==> src/rtl/rme_sqrt_cell.sv <==
// One restoring square-root step; carries the matrix terms alongside.
module rme_sqrt_cell (
    input  logic              i_clk,
    input  logic              i_en,
    input  logic [33:0]       i_rem,
    input  logic [33:0]       i_root,
    input  logic [33:0]       i_bit,
    input  logic [111:0]      i_side,
    output logic [33:0]       o_rem,
    output logic [33:0]       o_root,
    output logic [33:0]       o_bit,
    output logic [111:0]      o_side
);
    logic [33:0]  r_rem, r_root, r_bit, n_rem, n_root;
    logic [111:0] r_side;

    always_comb begin
        if (i_rem >= i_root + i_bit) begin
            n_rem  = i_rem - (i_root + i_bit);
            n_root = (i_root >> 1) + i_bit;
        end else begin
            n_rem  = i_rem;
            n_root = i_root >> 1;
        end
    end

    always_ff @(posedge i_clk) begin
        if (i_en) begin
            r_rem  <= n_rem;
            r_root <= n_root;
            r_bit  <= i_bit >> 2;
            r_side <= i_side;
        end
    end

    assign o_rem  = r_rem;
    assign o_root = r_root;
    assign o_bit  = r_bit;
    assign o_side = r_side;
endmodule

==> config.mk <==
export PLATFORM = sky130hd
export DESIGN_NAME = rme_sqrt_cell
export DESIGN_NICKNAME = d
export VERILOG_FILES = /design/src/rtl/rme_sqrt_cell.sv
export SDC_FILE = /design/constraint.sdc
export NUM_CORES = 1
export LEC_CHECK = 0
export BUFFER_PORTS_ARGS = -buffer_cell sky130_fd_sc_hd__buf_4
export CAP_MARGIN = 20
export CORE_MARGIN = 10
export CORE_UTILIZATION = 45
export DETAILED_ROUTE_END_ITERATION = 16
export HOLD_SLACK_MARGIN = 0.15
export PLACE_DENSITY = 0.82
export SYNTH_ARGS = -nofsm -noshare
export SYNTH_HDL_FRONTEND = slang
export SYNTH_SLANG_ARGS = --single-unit
==> constraint.sdc <==
create_clock -name i_clk -period 10 [get_ports i_clk]
set_input_delay 1 -clock i_clk [delete_from_list [all_inputs] [get_ports i_clk]]
set_output_delay 1 -clock i_clk [all_outputs]
set_load 0.01 [all_outputs]
==> results of run 1 <==
metrics by stage:
step	hold slack [ns]	util [%]	instance area, um^2	instances
floorplan	1.10	-	12600	1163
global placement	1.18	58.2	16200	1935
detailed placement	1.18	58.2	16200	1935
CTS	0.614	61.1	17000	1979
global route	0.619	61.1	17000	1979
finish	0.628	61.1	17000	1979
sequential cells by signal, summed over array words and instances, names as in the netlist:
signal,cells
o_side,112
o_rem,34
o_root,34
o_bit,32
Yosys cell counts, types with 4 or more instances:
| cell | count | share of area (%) |
|---|---|---|
| a211o_1 | 6 | 0.42 |
| a211oi_1 | 11 | 0.65 |
| a21o_1 | 51 | 3.0 |
| a21oi_1 | 118 | 4.7 |
| a311oi_1 | 5 | 0.35 |
| a31oi_1 | 14 | 0.69 |
| a41oi_1 | 4 | 0.28 |
| and2_1 | 5 | 0.25 |
| and3_1 | 12 | 0.59 |
| buf_2 | 17 | 0.67 |
| clkbuf_1 | 12 | 0.36 |
| edfxtp_1 | 212 | 50 |
| ha_1 | 100 | 9.9 |
| inv_1 | 33 | 0.98 |
| nand2_1 | 101 | 3.0 |
| nand2b_1 | 9 | 0.45 |
| nand3_1 | 23 | 0.91 |
| nand3b_1 | 6 | 0.36 |
| nand4_1 | 13 | 0.64 |
| nor2_1 | 98 | 2.9 |
| nor2b_1 | 4 | 0.20 |
| nor3_1 | 17 | 0.67 |
| o2111ai_1 | 6 | 0.42 |
| o211ai_1 | 18 | 1.1 |
| o21a_1 | 7 | 0.42 |
| o21ai_0 | 75 | 3.0 |
| o21bai_1 | 16 | 0.95 |
| o31ai_1 | 5 | 0.30 |
| or2_2 | 7 | 0.35 |
| or3_1 | 7 | 0.35 |
| xnor2_1 | 42 | 2.9 |
| xor2_1 | 41 | 2.8 |
critical path, stage by stage:
cell,delay (ns)
buf_4,0.11
ha_1,0.20
inv_1,0.07
fa_1,0.20
nor2b_1,0.06
o2111ai_1,0.31
a41oi_1,0.19
nor3_1,0.57
a211o_1,0.28
a21o_1,0.21
nand2_1,0.09
xnor2_1,0.21
ha_1,0.34
a21oi_1,0.22
nand2_1,0.16
a21oi_1,0.18
o211ai_1,0.14
a2111oi_2,0.55
or2_2,0.36
buf_4,0.51
a211o_1,0.17
nand3_1,0.07
routing by layer:
layer,wire length [um],part of all wire [%]
met5,20,0.044
met4,1380,3.0
met3,3260,7.2
met2,23100,51
met1,17300,38
layout make-up:
class | count | share of cell area, %
flip-flops and latches | 212 | 37.5
multi-input cells | 881 | 35.2
repair buffers | 431 | 19.1
clock buffers | 30 | 3.79
well taps | 378 | 2.78
clock inverters | 14 | 0.943
inverters | 33 | 0.729
logic make-up (layout without fill, tap and decap cells):
kind of cell,after synthesis,in the layout,share of synthesized area [%]
AO/OA/AOI/OAI,373,373,19.0
XOR/XNOR,83,83,5.75
adder cells (fa/ha/maj),103,103,10.4
buffers and inverters,70,508,2.51
flip-flops,212,212,50.3
multiplexers,3,3,0.247
other,1,2,0.0297
AND/OR/NAND/NOR,317,317,11.7
power groups by stage:
stage	combinational [mW]	sequential (mW)	clock [mW]
2_1_floorplan	0.605	1.25	0
3_3_place_gp	1.12	1.19	0
3_5_place_dp	1.12	1.19	0
4_1_cts	1.13	1.17	0.923
5_1_grt	1.24	1.18	0.953
6_report	1.14	1.17	0.909
worst paths after layout:
check        from         end  slack, ns  depth (start not counted)
max     i_root[0]   o_rem[25]       4.00                         22
min    i_side[93]  o_side[93]       0.63                          1
==> flow_summary_export.csv, run 1 <==
group,metric,value,unit
clock_network,clk_path_buf_depth,3,
critical_path,worstSetupStartpointType,"primary input",
critical_path,critical_path_class,"primary input to register",
die,die_h,188,um
run_status,status,"completed",
critical_path,end_kind,"register",
global_routing,gr-usage-met2,43.9,%
synth,yosys_warnings,0,
place,post-place-ws,3.49,ns
die,core_region_area,27800,um^2
global_routing,grt_start_max_net_pins,75,
global_routing,grt_pass1_vias,10800,
flow_run,max-cap-violations,0,
timing,fmax,167,MHz
routing,ant_nets,0,
synth,ys_seq_elements,212,
global_routing,antenna_found_initial,1,
power,p_sw,1.07,mW
final_layout,final_net_count,1903,
die,ios,430,
place,port_buffers,427,
synth,ys_seq_area_share,50.3,%
timing,timing.final.crit_share,60.0,%
power,pwr-share-seq,36.5,%
synth,yosysUniqueCellTypes,73,
clock_network,cts-resized-gates,0,
power,p_int,2.15,mW
clock_network,h-tree-depth,1,
final_layout,areaGrowthSynthToFinish,34.3,%
routing,wirelength,45100,um
final_layout,nFillCells,2298,
routing,vias,11100,
timing,finalHoldViolCount,0,
synth,syn_area,12600,um^2
critical_path,cp.arrival,6.29,ns
clock_network,clkSlewWorstSetupHoldPaths,0.06,ns
routing,wl_per_cell,22.8,um
synth,syn_inst,1162,
final_layout,final_common_cell,"buf_4",
clock_network,cts_made_buffers,25,
timing,min_period,6.00,ns
global_routing,grt_pass1_wl,66600,um
place,dpl.hpwl,36200,um
timing,setup_viol,0,
global_routing,track_usage,24.2,%
die,start_util,45.5,%
power,p_sw_share,33.2,%
die,dieArea,35200,um^2
power,p_comb_share,35.3,%
power,power_density,189,nW/um^2
final_layout,diodes,0,
synth,synth_ff_type,"edfxtp_1",
die,die_x,188,um
timing,fin_ws,4.00,ns
routing,drt_iter0_markers,918,
final_layout,multi_input_area,5970,um^2
timing,rsz0062_at_grt,"false",
global_routing,top_usage_layer,"met2",
synth,synthArstFlopShare,0,%
power,p_leak,7.34,nW
clock_network,cts.sinks,212,
place,gp_congestion,0.922,
synth,avgSynthCellArea,10.9,um^2
worst_hold_path,hold_path_class,"primary input to register",
die,rows,61,
timing,drv_slew,0,
final_layout,mostFrequentLayoutCells,"buf_4 (430), edfxtp_1 (212), a21oi_1 (118)",
clock_network,hold_buffers,0,
power,ir_drop,0.126,mV
routing,viasPerCell,5.59,
timing,worst_slew_pin_slew,0.956,ns
timing,finalSetupTns,0,ns
clock_network,cts_setup_buffers,0,
critical_path,critical_path.max_fanout,57,
clock_network,cts_tree,"built",
critical_path,critPathRequiredTime,10.29,ns
power,total_power,3.22,mW
routing,drtPass1Iterations,5,
timing,timing.slew.headroom,36.3,%
global_routing,grtUsageMet3,6.16,%
routing,drc,0,
final_layout,regArea,6370,um^2
final_layout,drive_gt1_share,30.6,%
synth,synth_edf_count,212,
clock_network,root_buffer,"clkbuf_16",
global_routing,grtUsageMet1,27.2,%
power,p_clk_share,28.3,%
global_routing,overflow,0,
Note: power is estimated with default switching activity, not from simulation.
==> run 2: changes to the inputs <==
PLACE_DENSITY = 0.85   (was 0.82)
clock period = 5.1 ns   (was 10 ns; I/O delays follow)
==> run 2 against run 1 <==
Net effect: global-route usage increased by 1.8 points; via count increased by 6.9%; non-clock buffer count increased by 122; sequential power increased by 97%; hold slack got worse by 0.47 ns; die area unchanged; largest cell class unchanged; design area increased by 7.4%; first-iteration DRC count increased by 14%; final cell count increased by 6.2%; wire length increased by 9.8%.
==> flow_summary_export.csv, run 2 (synthesis gave the netlist of run 1 again) <==
group,metric,value,unit
run_status,status,"completed",
final_layout,drive_gt1_share,32.9,%
global_routing,grt_pass1_vias,11600,
clock_network,cts_made_buffers,24,
final_layout,mostFrequentLayoutCells,"buf_4 (492), edfxtp_1 (212), a21oi_1 (118)",
worst_hold_path,worstHoldPathCells,1,
clock_network,cts_tree,"built",
critical_path,critPathRequiredTime,5.35,ns
final_layout,final_net_count,2024,
timing,timing.final.crit_share,95.1,%
power,p_leak,7.98,nW
place,placed_cells,2003,
timing,timing.slew.headroom,49.0,%
critical_path,worstSetupStartpointType,"primary input",
timing,finalHoldViolCount,0,
clock_network,root_buffer,"clkbuf_16",
critical_path,end_kind,"register",
timing,min_period,4.85,ns
clock_network,h-tree-depth,1,
critical_path,critical_path.max_fanout,3,
final_layout,final_area,18200,um^2
clock_network,cts.sinks,212,
final_layout,final_common_cell,"buf_4",
routing,wl_per_cell,23.6,um
global_routing,grt_pass1_wl,72000,um
die,die_h,188,um
routing,wirelength,49500,um
critical_path,crit_top_cell,"buf_4",
timing,finalSetupTns,0,ns
place,dpl.hpwl,37500,um
timing,drv_slew,0,
routing,drc,0,
critical_path,max_stage_delay,0.40,ns
timing,rsz0062_at_grt,"true",
die,ios,430,
final_layout,final_cell_count_no_fill,2102,
global_routing,antenna_found_initial,2,
worst_hold_path,hold_path_end,"o_side[13]",
timing,fmax,206,MHz
die,die_x,188,um
global_routing,track_usage,26.0,%
clock_network,clkSlewWorstSetupHoldPaths,0.07,ns
critical_path,cpMaxStageDelayCell,"fa_1",
routing,ant_nets,0,
routing,vias,11800,
die,dieArea,35200,um^2
clock_network,clk_path_buf_depth,3,
critical_path,critical_path_class,"primary input to register",
place,gp_congestion,0.918,
flow_run,max-cap-violations,0,
place,port_buffers,427,
routing,drt_iter0_markers,1044,
worst_hold_path,hold_path_class,"primary input to register",
place,placed_area,16800,um^2
clock_network,cts_setup_buffers,0,
power,power_density,374,nW/um^2
die,start_util,45.5,%
global_routing,grt_start_max_net_pins,124,
die,core_region_area,27800,um^2
critical_path,critical_path.cell_chain,"buf_4 -> ha_1 -> inv_1 -> fa_1 -> nor2b_1 -> o2111ai_1 -> buf_4 -> a41oi_1 -> nor3_2 -> a211o_1 -> a21boi_1 -> nor4_1 -> a311oi_2 -> ha_1 -> nand3_1 -> nor4_4 -> nand3_1 -> o211ai_1 -> a2111oi_4 -> buf_4 -> or3_1 -> a2111oi_0 -> nor3_1",
global_routing,overflow,0,
die,rows,61,
routing,viasPerCell,5.63,
final_layout,nFillCells,2146,
power,ir_drop,0.246,mV
timing,worst_slew_pin_slew,0.764,ns
final_layout,largest_register_ffs,112,
timing,setup_viol,0,
worst_hold_path,hp-start,"i_side[13]",
routing,drtPass1Iterations,5,
final_layout,areaGrowthSynthToFinish,44.2,%
critical_path,cp.arrival,5.10,ns
[run 2: changes by cell type in the layout (fill, tap and decap cells not counted), moves of 2 or more]
cell and delta:
buf_12 +5, buf_4 +62, bufinv_16 +4, clkbuf_1 -4, clkinv_1 -3, clkinv_4 +2, dlygate4sd3_1 +54
[run 2: how the worst max path moves through the flow]
stage                            end  slack [ns]  cells past startpoint       from
after floorplan           o_root[31]        0.53                     21  i_root[0]
after global placement    o_root[31]       -0.12                     23   i_bit[0]
after detailed placement  o_root[31]       -0.28                     23   i_bit[0]
after CTS                 o_root[31]        0.25                     23   i_bit[0]
after global routing      o_root[31]       -0.05                     23   i_bit[0]
final                     o_root[31]        0.25                     23   i_bit[0]
[run 2: layout make-up]
type	count	area, um^2	area share (%)
flip-flops and latches	212	6370	34.9
well taps	378	473	2.59
diodes	1	2.50	0.0137
clock buffers	26	629	3.45
repair buffers	553	4360	23.9
inverters	33	124	0.679
multi-input cells	881	6000	32.9
clock inverters	18	287	1.57
[run 2: worst max-delay path, delay by kind of cell]
| family | cells | cell delay, ns |
|---|---|---|
| and+or+nand+nor | 8 | 1.33 |
| buffers and inverters | 4 | 0.49 |
| adders and majority gates | 3 | 0.78 |
| AOI/OAI and AO/OA | 8 | 2.00 |
[run 2: report_power, final]
part | internal, mW | leakage (nW) | switching, mW
Combinational | 1.11 | 5.46 | 1.38
Clock | 1.26 | 0.446 | 0.769
Sequential | 2.23 | 2.07 | 0.0821
Total | 4.60 | 7.98 | 2.23
[run 2: through the flow]
step | power, mW | util [%] | setup slack (ns) | hold WS (ns)
2_1_floorplan | 3.64 | - | 0.528 | 0.609
3_3_place_gp | 4.69 | 60.3 | -0.125 | 0.688
3_5_place_dp | 4.74 | 60.3 | -0.281 | 0.689
4_1_cts | 6.78 | 65.0 | 0.247 | 0.150
5_1_grt | 7.13 | 65.6 | -0.0546 | 0.145
6_report | 6.82 | 65.7 | 0.250 | 0.154
[run 2: repair_timing]
item / in CTS / in global routing
setup endpoints to repair: 0 / 63
endpoints found under the hold margin: 38 / 16
hold buffers: 38 / 16
resized for setup: 0 / 5
[run 2: per-layer routing]
layer,vias up,share of wire [%],track usage (%)
met4,2,3.6,8.28
met2,548,51,47.1
met3,98,7.6,5.27
met5,-,0.026,0
met1,5682,38,30.0
li1,5498,-,-
